### config.mk
export PLATFORM = sky130hd
export DESIGN_NAME = stepper_half_step_run_controller_unit
export DESIGN_NICKNAME = d
export VERILOG_FILES = /design/src/hw/rtl/stp_pkg.sv /design/src/hw/rtl/stp_run_seq.sv /design/src/hw/rtl/stp_period_pipe.sv /design/src/hw/rtl/stepper_half_step_run_controller_unit.sv
export SDC_FILE = /design/constraint.sdc
export NUM_CORES = 1
export LEC_CHECK = 0
export ABC_AREA = 1
export BUFFER_PORTS_ARGS = -buffer_cell sky130_fd_sc_hd__buf_4
export CAP_MARGIN = 10
export CORE_MARGIN = 2
export CORE_UTILIZATION = 55
export CTS_CLUSTER_DIAMETER = 200
export CTS_CLUSTER_SIZE = 24
export DETAILED_ROUTE_END_ITERATION = 10
export PLACE_DENSITY_LB_ADDON = 0.12
export REMOVE_ABC_BUFFERS = 1
export SLEW_MARGIN = 20
export SYNTH_ARGS = -nofsm -noshare
export SYNTH_HDL_FRONTEND = slang
export SYNTH_SLANG_ARGS = --single-unit
### constraint.sdc
create_clock -name i_clk -period 7.9 [get_ports i_clk]
set_clock_uncertainty 0.05 [all_clocks]
set_input_delay 1.58 -clock i_clk [delete_from_list [all_inputs] [get_ports i_clk]]
set_output_delay 1.58 -clock i_clk [all_outputs]
set_load 0.03 [all_outputs]
### src/hw/rtl/stp_pkg.sv
// Shared types, constants and the coil table for the half-step run controller.
package stp_pkg;

    localparam int unsigned ADC_BITS_DEF = 12;
    localparam int unsigned PERIOD_W     = 16;
    localparam int unsigned TURN_W       = 8;
    localparam int unsigned PHASE_W      = 3;
    localparam int unsigned COIL_W       = 4;
    localparam int unsigned CFG_IDX_W    = 2;

    localparam logic [PERIOD_W-1:0] FAST_RST = 16'd500;
    localparam logic [PERIOD_W-1:0] SLOW_RST = 16'd25000;
    localparam logic [TURN_W-1:0]   RUNS_RST = 8'd64;

    // Register indexes of the configuration port
    localparam logic [CFG_IDX_W-1:0] CFG_FAST = 2'd0;
    localparam logic [CFG_IDX_W-1:0] CFG_SLOW = 2'd1;
    localparam logic [CFG_IDX_W-1:0] CFG_RUNS = 2'd2;

    typedef enum logic [3:0] {
        BTN_IDLE     = 4'b0001,
        BTN_PUSHED   = 4'b0010,
        BTN_HELD     = 4'b0100,
        BTN_RELEASED = 4'b1000
    } t_btn_state;

    typedef struct packed {
        logic [COIL_W-1:0] coil;
        logic              running;
    } t_side;

    typedef struct packed {
        t_btn_state         btn;
        logic               run;
        logic [PHASE_W-1:0] phase;
    } t_seq_status;

    typedef struct packed {
        logic s1;
        logic s2;
        logic s3;
        logic s4;
    } t_pipe_en;

    function automatic logic [COIL_W-1:0] coil_of(input logic [PHASE_W-1:0] phase);
        logic [COIL_W-1:0] c;
        case (phase)
            3'd0:    c = 4'h8;
            3'd1:    c = 4'hC;
            3'd2:    c = 4'h4;
            3'd3:    c = 4'h6;
            3'd4:    c = 4'h2;
            3'd5:    c = 4'h3;
            3'd6:    c = 4'h1;
            default: c = 4'h9;
        endcase
        return c;
    endfunction

endpackage

### src/hw/rtl/stp_run_seq.sv
// Button state machine, run control, phase and turn counters.
module stp_run_seq
    import stp_pkg::*;
(
    input  logic              i_clk,
    input  logic              i_rst_n,
    input  logic              i_accept,
    input  logic              i_button,
    input  logic [TURN_W-1:0] i_run_sequences,
    output t_side             o_side,
    output t_seq_status       o_status
);

    t_btn_state         r_btn, n_btn;
    logic               r_run, n_run;
    logic [PHASE_W-1:0] r_phase, n_phase;
    logic [TURN_W-1:0]  r_turn, n_turn;

    always_comb begin
        n_btn   = r_btn;
        n_run   = r_run;
        n_turn  = r_turn;
        n_phase = r_phase;
        unique case (r_btn)
            BTN_IDLE: begin
                if (i_button) n_btn = BTN_PUSHED;
            end
            BTN_PUSHED: begin
                // start (or restart) a run
                n_btn  = BTN_HELD;
                n_run  = 1'b1;
                n_turn = '0;
            end
            BTN_HELD: begin
                if (!i_button) n_btn = BTN_RELEASED;
            end
            BTN_RELEASED: begin
                n_btn = BTN_IDLE;
            end
            default: begin
                n_btn = BTN_IDLE;
            end
        endcase
        if (n_run) begin
            if (r_phase == '0) begin
                // wrap marks the end of one full turn
                n_phase = '1;
                n_turn  = n_turn + 1'b1;
                if (n_turn == i_run_sequences) n_run = 1'b0;
            end else begin
                n_phase = r_phase - 1'b1;
            end
        end
    end

    always_ff @(posedge i_clk) begin
        if (!i_rst_n) begin
            r_btn   <= BTN_IDLE;
            r_run   <= 1'b0;
            r_phase <= '0;
            r_turn  <= '0;
        end else if (i_accept) begin
            r_btn   <= n_btn;
            r_run   <= n_run;
            r_phase <= n_phase;
            r_turn  <= n_turn;
        end
    end

    assign o_side.coil    = coil_of(r_phase);
    assign o_side.running = n_run;

    assign o_status.btn   = r_btn;
    assign o_status.run   = r_run;
    assign o_status.phase = r_phase;

endmodule

### src/hw/rtl/stp_period_pipe.sv
// Step period interpolation pipeline: multiply, divide by full scale, offset.
module stp_period_pipe
    import stp_pkg::*;
#(
    parameter int unsigned ADC_BITS = ADC_BITS_DEF
) (
    input  logic                i_clk,
    input  t_pipe_en            i_en,
    input  logic [ADC_BITS-1:0] i_level,
    input  t_side               i_side,
    input  logic [PERIOD_W-1:0] i_fast,
    input  logic [PERIOD_W-1:0] i_slow,
    output logic [PERIOD_W-1:0] o_period,
    output t_side               o_side
);

    localparam int unsigned PW = PERIOD_W + ADC_BITS;   // product width
    localparam int unsigned RW = PW - ADC_BITS + 1;     // reciprocal width
    localparam logic [ADC_BITS-1:0] FULL    = '1;
    localparam logic [PW:0]         ONE_SH  = {1'b1, {PW{1'b0}}};
    localparam logic [PW:0]         RECIP_W = ONE_SH / {{(PW+1-ADC_BITS){1'b0}}, FULL};
    localparam logic [RW-1:0]       RECIP   = RECIP_W[RW-1:0];

    // stage 1: captured level
    logic [ADC_BITS-1:0] r1_level;
    t_side               r1_side;

    // stage 2: magnitude product and sign
    logic [PW-1:0]       r2_prod;
    logic                r2_neg;
    t_side               r2_side;

    // stage 3: estimated quotient
    logic [PW-1:0]       r3_prod;
    logic                r3_neg;
    logic [PERIOD_W-1:0] r3_q0;
    t_side               r3_side;

    // stage 4: result
    logic [PERIOD_W-1:0] r4_period;
    t_side               r4_side;

    logic signed [PERIOD_W:0] diff;
    logic                     diff_neg;
    logic [PERIOD_W-1:0]      diff_mag;
    logic [PW+RW-1:0]         est;
    logic [PW-1:0]            q0_full;
    logic [PW-1:0]            rem;
    logic [PERIOD_W:0]        q;
    logic signed [PERIOD_W+1:0] sq;
    logic signed [PERIOD_W+1:0] psum;
    logic [PERIOD_W-1:0]      pclamp;

    always_comb begin
        diff     = $signed({1'b0, i_fast}) - $signed({1'b0, i_slow});
        diff_neg = diff[PERIOD_W];
        diff_mag = diff_neg ? PERIOD_W'(-diff) : PERIOD_W'(diff);
    end

    assign est = r2_prod * RECIP;

    always_comb begin
        // estimate is low by at most one; fix with one compare
        q0_full = (PW'(r3_q0) << ADC_BITS) - PW'(r3_q0);
        rem     = r3_prod - q0_full;
        q       = {1'b0, r3_q0} + ((rem >= PW'(FULL)) ? 1'b1 : 1'b0);
        sq      = r3_neg ? -$signed({1'b0, q}) : $signed({1'b0, q});
        psum    = sq + $signed({2'b00, i_slow});
        if (psum < 0) begin
            pclamp = '0;
        end else if (psum > $signed({2'b00, {PERIOD_W{1'b1}}})) begin
            pclamp = '1;
        end else begin
            pclamp = psum[PERIOD_W-1:0];
        end
    end

    always_ff @(posedge i_clk) begin
        if (i_en.s1) begin
            r1_level <= i_level;
            r1_side  <= i_side;
        end
        if (i_en.s2) begin
            r2_prod <= PW'(diff_mag) * PW'(r1_level);
            r2_neg  <= diff_neg;
            r2_side <= r1_side;
        end
        if (i_en.s3) begin
            r3_prod <= r2_prod;
            r3_neg  <= r2_neg;
            r3_q0   <= est[PW+PERIOD_W-1:PW];
            r3_side <= r2_side;
        end
        if (i_en.s4) begin
            r4_period <= pclamp;
            r4_side   <= r3_side;
        end
    end

    assign o_period = r4_period;
    assign o_side   = r4_side;

endmodule

### src/hw/rtl/stepper_half_step_run_controller_unit.sv
// Top level of the half-step stepper run controller with stream ports and config port.
// Four register stages (capture, multiply, reciprocal multiply, correct and offset) lie
// between the edge that accepts an item and its result on the master side; one item per
// cycle while m_axis_tready allows, and stalled stages collapse bubbles.
// Reset (synchronous, active low) idles the button machine, stops the run, clears
// phase and turn count and loads the default periods and turn count.
module stepper_half_step_run_controller_unit
    import stp_pkg::*;
#(
    parameter int unsigned ADC_BITS = ADC_BITS_DEF
) (
    input  logic                            i_clk,
    input  logic                            i_rst_n,
    // config write port
    input  logic                            i_cfg_wr_en,
    input  logic [CFG_IDX_W-1:0]            i_cfg_idx,
    input  logic [PERIOD_W-1:0]             i_cfg_data,
    // slave side
    input  logic                            s_axis_tvalid,
    output logic                            s_axis_tready,
    input  logic [((ADC_BITS+7)/8)*8-1:0]   s_axis_tdata,   // speed_level
    input  logic [0:0]                      s_axis_tuser,   // button_pressed
    // master side
    output logic                            m_axis_tvalid,
    input  logic                            m_axis_tready,
    output logic [23:0]                     m_axis_tdata,   // coil_pattern, step_period
    output logic [0:0]                      m_axis_tuser    // running
);

    localparam int unsigned OUT_PAD = 24 - COIL_W - PERIOD_W;

    logic [PERIOD_W-1:0] r_fast;
    logic [PERIOD_W-1:0] r_slow;
    logic [TURN_W-1:0]   r_runs;

    logic        r_v1, r_v2, r_v3, r_v4;
    t_pipe_en    en;
    logic        accept;
    t_side       seq_side;
    t_side       out_side;
    t_seq_status seq_status;
    logic [PERIOD_W-1:0] period;

    always_ff @(posedge i_clk) begin
        if (!i_rst_n) begin
            r_fast <= FAST_RST;
            r_slow <= SLOW_RST;
            r_runs <= RUNS_RST;
        end else if (i_cfg_wr_en) begin
            unique case (i_cfg_idx)
                CFG_FAST: r_fast <= i_cfg_data;
                CFG_SLOW: r_slow <= i_cfg_data;
                CFG_RUNS: r_runs <= i_cfg_data[TURN_W-1:0];
                default:  ;
            endcase
        end
    end

    // load a stage when it is empty or the next one is advancing
    always_comb begin
        en.s4 = !r_v4 || m_axis_tready;
        en.s3 = !r_v3 || en.s4;
        en.s2 = !r_v2 || en.s3;
        en.s1 = !r_v1 || en.s2;
    end

    assign s_axis_tready = en.s1;
    assign accept        = s_axis_tvalid && en.s1;

    always_ff @(posedge i_clk) begin
        if (!i_rst_n) begin
            r_v1 <= 1'b0;
            r_v2 <= 1'b0;
            r_v3 <= 1'b0;
            r_v4 <= 1'b0;
        end else begin
            if (en.s1) r_v1 <= accept;
            if (en.s2) r_v2 <= r_v1;
            if (en.s3) r_v3 <= r_v2;
            if (en.s4) r_v4 <= r_v3;
        end
    end

    stp_run_seq u_seq (
        .i_clk           (i_clk),
        .i_rst_n         (i_rst_n),
        .i_accept        (accept),
        .i_button        (s_axis_tuser[0]),
        .i_run_sequences (r_runs),
        .o_side          (seq_side),
        .o_status        (seq_status)
    );

    stp_period_pipe #(
        .ADC_BITS (ADC_BITS)
    ) u_pipe (
        .i_clk    (i_clk),
        .i_en     (en),
        .i_level  (s_axis_tdata[ADC_BITS-1:0]),
        .i_side   (seq_side),
        .i_fast   (r_fast),
        .i_slow   (r_slow),
        .o_period (period),
        .o_side   (out_side)
    );

    assign m_axis_tvalid = r_v4;
    assign m_axis_tdata  = {{OUT_PAD{1'b0}}, period, out_side.coil};
    assign m_axis_tuser  = out_side.running;

    // an empty output stage never back-pressures the input
    a_ready_when_out_empty: assert property (@(posedge i_clk) disable iff (!i_rst_n)
        !m_axis_tvalid |-> s_axis_tready)
        else $error("input stalled with empty output stage");

    // the interpolated period lies between the two configured periods
    a_period_in_span: assert property (@(posedge i_clk) disable iff (!i_rst_n)
        m_axis_tvalid |-> ((period >= r_fast || period >= r_slow) &&
                           (period <= r_fast || period <= r_slow)))
        else $error("step period outside configured span");

    // without a run and no press in progress the phase holds
    a_phase_holds: assert property (@(posedge i_clk) disable iff (!i_rst_n)
        (accept && !seq_status.run && seq_status.btn != BTN_PUSHED)
        |=> seq_status.phase == $past(seq_status.phase))
        else $error("phase moved outside a run");

endmodule
# Word level (Yosys, flattened, before mapping)
# Cells that the tools add are included.
# Widths: inputs -> output; s select.
# classes
add_sub_neg,9
mul,2
magnitude_cmp,3
eq_ne,14
muxes,16
reduce_logical,16
# op_table
operator,n
$mul 28x13->40 const B,1
$mux 16,2
$ge 28x12->1 const B,1
$mul 16x12->28,1
$pmux 4 s7,1
$sub 28x16->28,1
$sub 28x28->28,1
$mux 8,3
$add 18x17->18,1
$gt 18x17->1 const B,1
$lt 18x1->1 const B,1
$mux 18,1
$neg 17->18,1
$add 16x17->17,1
$sub 16x16->17,1
$neg 16->16,1
$pmux 4 s3,1
$eq 3x3->1 const B,3
$add 8x1->8 const B,1
$eq 8x8->1,1
$mux 4,2
$reduce_and 2->1,4
$eq 3x2->1 const B,2
$mux 1,5
15 further kinds,22
# totals
reg_bits,182
in_bits,40
out_inout_bits,27
word_cells,86

# Longest topological paths before layout
# depth
ltp_word,10
mapped_depth,46
ltp_nobuf,45

# By module
# From an unflattened synthesis, not the netlist that was laid out.
# hier_totals
hier_cells,2382
area_unflattened_um2,18928.2
# by_module_without_submodules
module,n_inst,cells_per_inst,area_each_um2,seq_area_each_um2
stp_period_pipe,1,1984,16051.6,3663.5
stepper_half_step_run_controller_unit,1,201,1590.3,880.8
stp_run_seq,1,197,1286.2,320.3

# Worst setup path before layout
# OpenSTA, ideal clock, no wires.
# synth_path
path_type,reg2reg
start,reg r_fast[0]
end,"reg u_pipe.r2_prod[26], data pin"
setup_time_ns,0.258
arrival_time_ns,6.252
t_required_ns,7.592
setup_slack_ns,1.340
stages_incl_launch_ff,36
n_path_buf,0
period_less_slack_ns,6.560
path_cell_list,dfxtp_1 > inv_1 > ha_1 > inv_1 > fa_1 > inv_1 > ha_1 > inv_1 > nor2_1 > nand2_1 > nor2_2 > nand3_2 > nor2_2 > nand3_1 > nand2_2 > nand4_2 > nand2_2 > nand2_1 > fa_1 > inv_1 > fa_1 > inv_1 > fa_1 > fa_1 > inv_1 > fa_1 > ha_1 > nand4_1 > nor3_1 > nand4_1 > nand3_1 > nand3_1 > nand2_1 > nand3_1 > nand2_1 > xor2_1
# synth_between
elab_chain_cells,4
# synth_rtl
item,line,rtl
from (decl),stepper_half_step_run_controller_unit.sv:32,logic [PERIOD_W-1:0] r_fast;
from (signal assigned),stepper_half_step_run_controller_unit.sv:51,CFG_FAST: r_fast <= i_cfg_data;
$sub 16x16->17 (*),stp_period_pipe.sv:55,"diff = $signed({1'b0, i_fast}) - $signed({1'b0, i_slow});"
$neg 16->16,stp_period_pipe.sv:57,diff_mag = diff_neg ? PERIOD_W'(-diff) : PERIOD_W'(diff);
$mux 16 (*),stp_period_pipe.sv:57,
$mul 16x12->28 (*),stp_period_pipe.sv:84,r2_prod <= PW'(diff_mag) * PW'(r1_level);
to (signal assigned),stp_period_pipe.sv:84,
to (decl),stp_period_pipe.sv:29,logic [PW-1:0] r2_prod;
# Every way passes the cells marked *; elsewhere a longest branch is shown, timed or not.
# A chain may end at the register's enable or synchronous reset.

# Final worst setup path
# layout_path
start,reg r_slow[7]
end,"reg u_pipe.r2_prod[25], data pin"
# layout_between
elab_chain_cells,4
# layout_rtl
item,line,rtl
from (decl),stepper_half_step_run_controller_unit.sv:33,logic [PERIOD_W-1:0] r_slow;
from (signal assigned),stepper_half_step_run_controller_unit.sv:52,CFG_SLOW: r_slow <= i_cfg_data;
$sub 16x16->17 (*),stp_period_pipe.sv:55,
$neg 16->16,stp_period_pipe.sv:57,
$mux 16 (*),stp_period_pipe.sv:57,
$mul 16x12->28 (*),stp_period_pipe.sv:84,
# Marked as above.

==> results_dict.tcl <==
set metrics [dict create \
    drv_slew 0 \
    cts_setup_buffers 0 \
    wl_per_cell_um 15.4 \
    h-tree-depth 4 \
    postSynthAreaPerCell_um2 7.96 \
    clockBufferDepth 2 \
    drt-initial-drc-count 999 \
    max_stage_delay_ns 0.54 \
    hold_class "flip-flop to flip-flop" \
    seq_area_frac_synth_pct 26.1 \
    finalCritPeriodShare_pct 94.2 \
    synth_common_cells "nand2_1, inv_1, ha_1, nor2_1" \
    via_per_inst 5.31 \
    path_class "flip-flop to flip-flop" \
    fin_area_mm2 0.0203 \
    hold_viol 0 \
    required_ns 8.03 \
    dpl.hpwl_mm 36.9 \
    synth_edf_count 122 \
    endpoint_kind "flip-flop" \
    cp_common_cell "inv_1" \
    fmax_ghz 0.134 \
    fp.dieW_um 188 \
    fin_nets 2796 \
    grt-ovfl-total 0 \
    vias 15200 \
    grt_pass1_vias 14700 \
    synth_top_area_cell "edfxtp_1" \
    cts-root-buf "clkbuf_16" \
    nFillCells 3027 \
    ys_async_sr_fraction_pct 0 \
    syn_inst 2346 \
    std_cell_rows 67 \
    period_needed_ns 7.44 \
    wirelength_mm 44.3 \
    maxCapViolations 0 \
    tightestPinTransition_ns 0.730 \
    area_growth_pct 8.75 \
    ys_ff_latch 182 \
    holdWs_ns 0.363 \
    netlist-cell-type-count 55 \
    cts_tree "done" \
    grt_first_pass_wirelength_mm 73.7 \
    ant_nets 0 \
    arrival_ns 7.58 \
    grt_max_degree 53 \
    yosys.cell_count.top_type "nand2_1" \
    ys_top_cells_by_area "edfxtp_1, fa_1, ha_1" \
    setup-tns-final_ns 0 \
    yosys_warnings 0 \
    syn_area_mm2 0.0187 \
    globalplace.congestion 0.900 \
    ioPinCount 67 \
    antenna_found_initial 0 \
    yosysTopAreaCellShare_pct 19.6 \
    die-area_mm2 0.0354 \
    rsz0062_at_grt "no" \
    clk_pin_slew_ns 0.08 \
    setup_viol 0 \
    drive_gt1_share_pct 7.68 \
    core_area_mm2 0.0334 \
    place_area_mm2 0.0196 \
    post-route-drc-count 0 \
    cts_buffers 17 \
    cp-start-kind "flip-flop" \
    first_pass_iters 6 \
    diodes 0 \
    io_buffers 58 \
    die_y_um 188 \
    crit_fanout 22 \
    grt.total_usage_pct 26.0 \
    maxSlewHeadroom_pct 51.2 \
    initial_core_util_pct 55.8 \
    outcome "finished clean" \
    clock_sinks 182 \
    synth_flop_cell "edfxtp_1" \
    clk_latency_ns 0.45 \
    crit_slowest_cell "fa_1" \
]
## cells in the final DEF (no fill, tap or decap), types with 5 or more instances in the layout
master / instances
a21o_1: 5
buf_4: 74
nand3_1: 117
a31oi_1: 7
o21ai_0: 98
o21a_1: 5
o21ai_1: 5
nor2_2: 8
nor2_1: 195
fa_1: 145
a21oi_1: 144
nand2_1: 498
inv_2: 19
dfxtp_1: 60
nor3_1: 22
nand2_2: 24
xnor2_1: 30
ha_1: 202
o21bai_1: 7
clkinv_1: 6
inv_6: 5
edfxtp_1: 122
nand3b_1: 7
xor2_1: 58
inv_1: 431
o211ai_1: 10
clkbuf_16: 17
nand4_1: 37
## layer usage
metal | global-route usage (%) | wire length [um] | up-vias | share of wire (%)
met1 | 35.7 | 20300 | 7135 | 46
met3 | 3.24 | 2290 | 63 | 5.2
met5 | 0 | 0 | - | 0
met4 | 7.30 | 1040 | 0 | 2.4
li1 | - | - | 7631 | -
met2 | 43.4 | 20600 | 416 | 47
## critical path, delay by kind of cell, from the launching register on
kind	cells	cell delay (ns)
adder cells (fa/ha/maj)	7	3.17
AND/OR/NAND/NOR	7	1.07
flip-flops	1	0.40
XOR/XNOR	1	0.14
AO/OA/AOI/OAI	8	1.58
buffers and inverters	8	0.78
## layout make-up
cell class              instances  area (um2)  share of cell area (%)
repair buffers                 75         576                    2.84
multi-input cells            1676       12000                    59.0
inverters                     456        1720                    8.45
flip-flops and latches        182        4860                    24.0
clock buffers                  17         425                    2.10
well taps                     448         561                    2.76
clock inverters                15         171                   0.844
## registers in the layout (all words and copies together) (netlist names), 12 cells and up
name,flops
r_fast,16
r_slow,16
u_pipe.o_period,16
u_pipe.r1_level,12
u_pipe.r2_prod,28
u_pipe.r3_prod,28
u_pipe.r3_q0,16
## what timing repair did
action / 4_1_cts / 5_1_grt
gates resized for setup: 0 / 14
endpoints found under the setup margin: 0 / 9
endpoints found under the hold margin: 0 / 0
hold buffers: 0 / 0
## path summary, 6_finish.rpt
check / cells past startpoint / startpoint / slack, ns / endpoint
max: 31 / r_slow[7] / 0.46 / u_pipe.r2_prod[25]
min: 0 / u_pipe.r3_side[2] / 0.36 / u_pipe.o_side[2]
max reg2reg: 31 / r_slow[7] / 0.46 / u_pipe.r2_prod[25]
min reg2reg: 0 / u_pipe.r3_side[2] / 0.36 / u_pipe.o_side[2]
## per-stage QoR
stage | cells | setup slack (ns) | util [%]
floorplan | 2314 | 0.586 | -
global route | 2869 | 0.0131 | 60.7
CTS | 2869 | 0.220 | 60.5
detailed placement | 2837 | 0.242 | 58.7
finish | 2869 | 0.455 | 60.7
global placement | 2837 | 0.276 | 58.7
## cells by family (layout without fill, tap and decap cells)
group | count (synthesis) | count (layout) | share of synthesized area, %
XOR/XNOR | 92 | 92 | 4.40
buffers and inverters | 491 | 563 | 10.1
adder cells (fa/ha/maj) | 348 | 348 | 29.2
AND/OR/NAND/NOR | 933 | 933 | 21.5
flip-flops | 182 | 182 | 26.1
AO/OA/AOI/OAI | 299 | 299 | 8.73
other | 1 | 4 | 0.0201
Power is left out: the tool's default activity adds up to more than one toggle a clock period on the data nets, which glitch-free logic cannot reach.
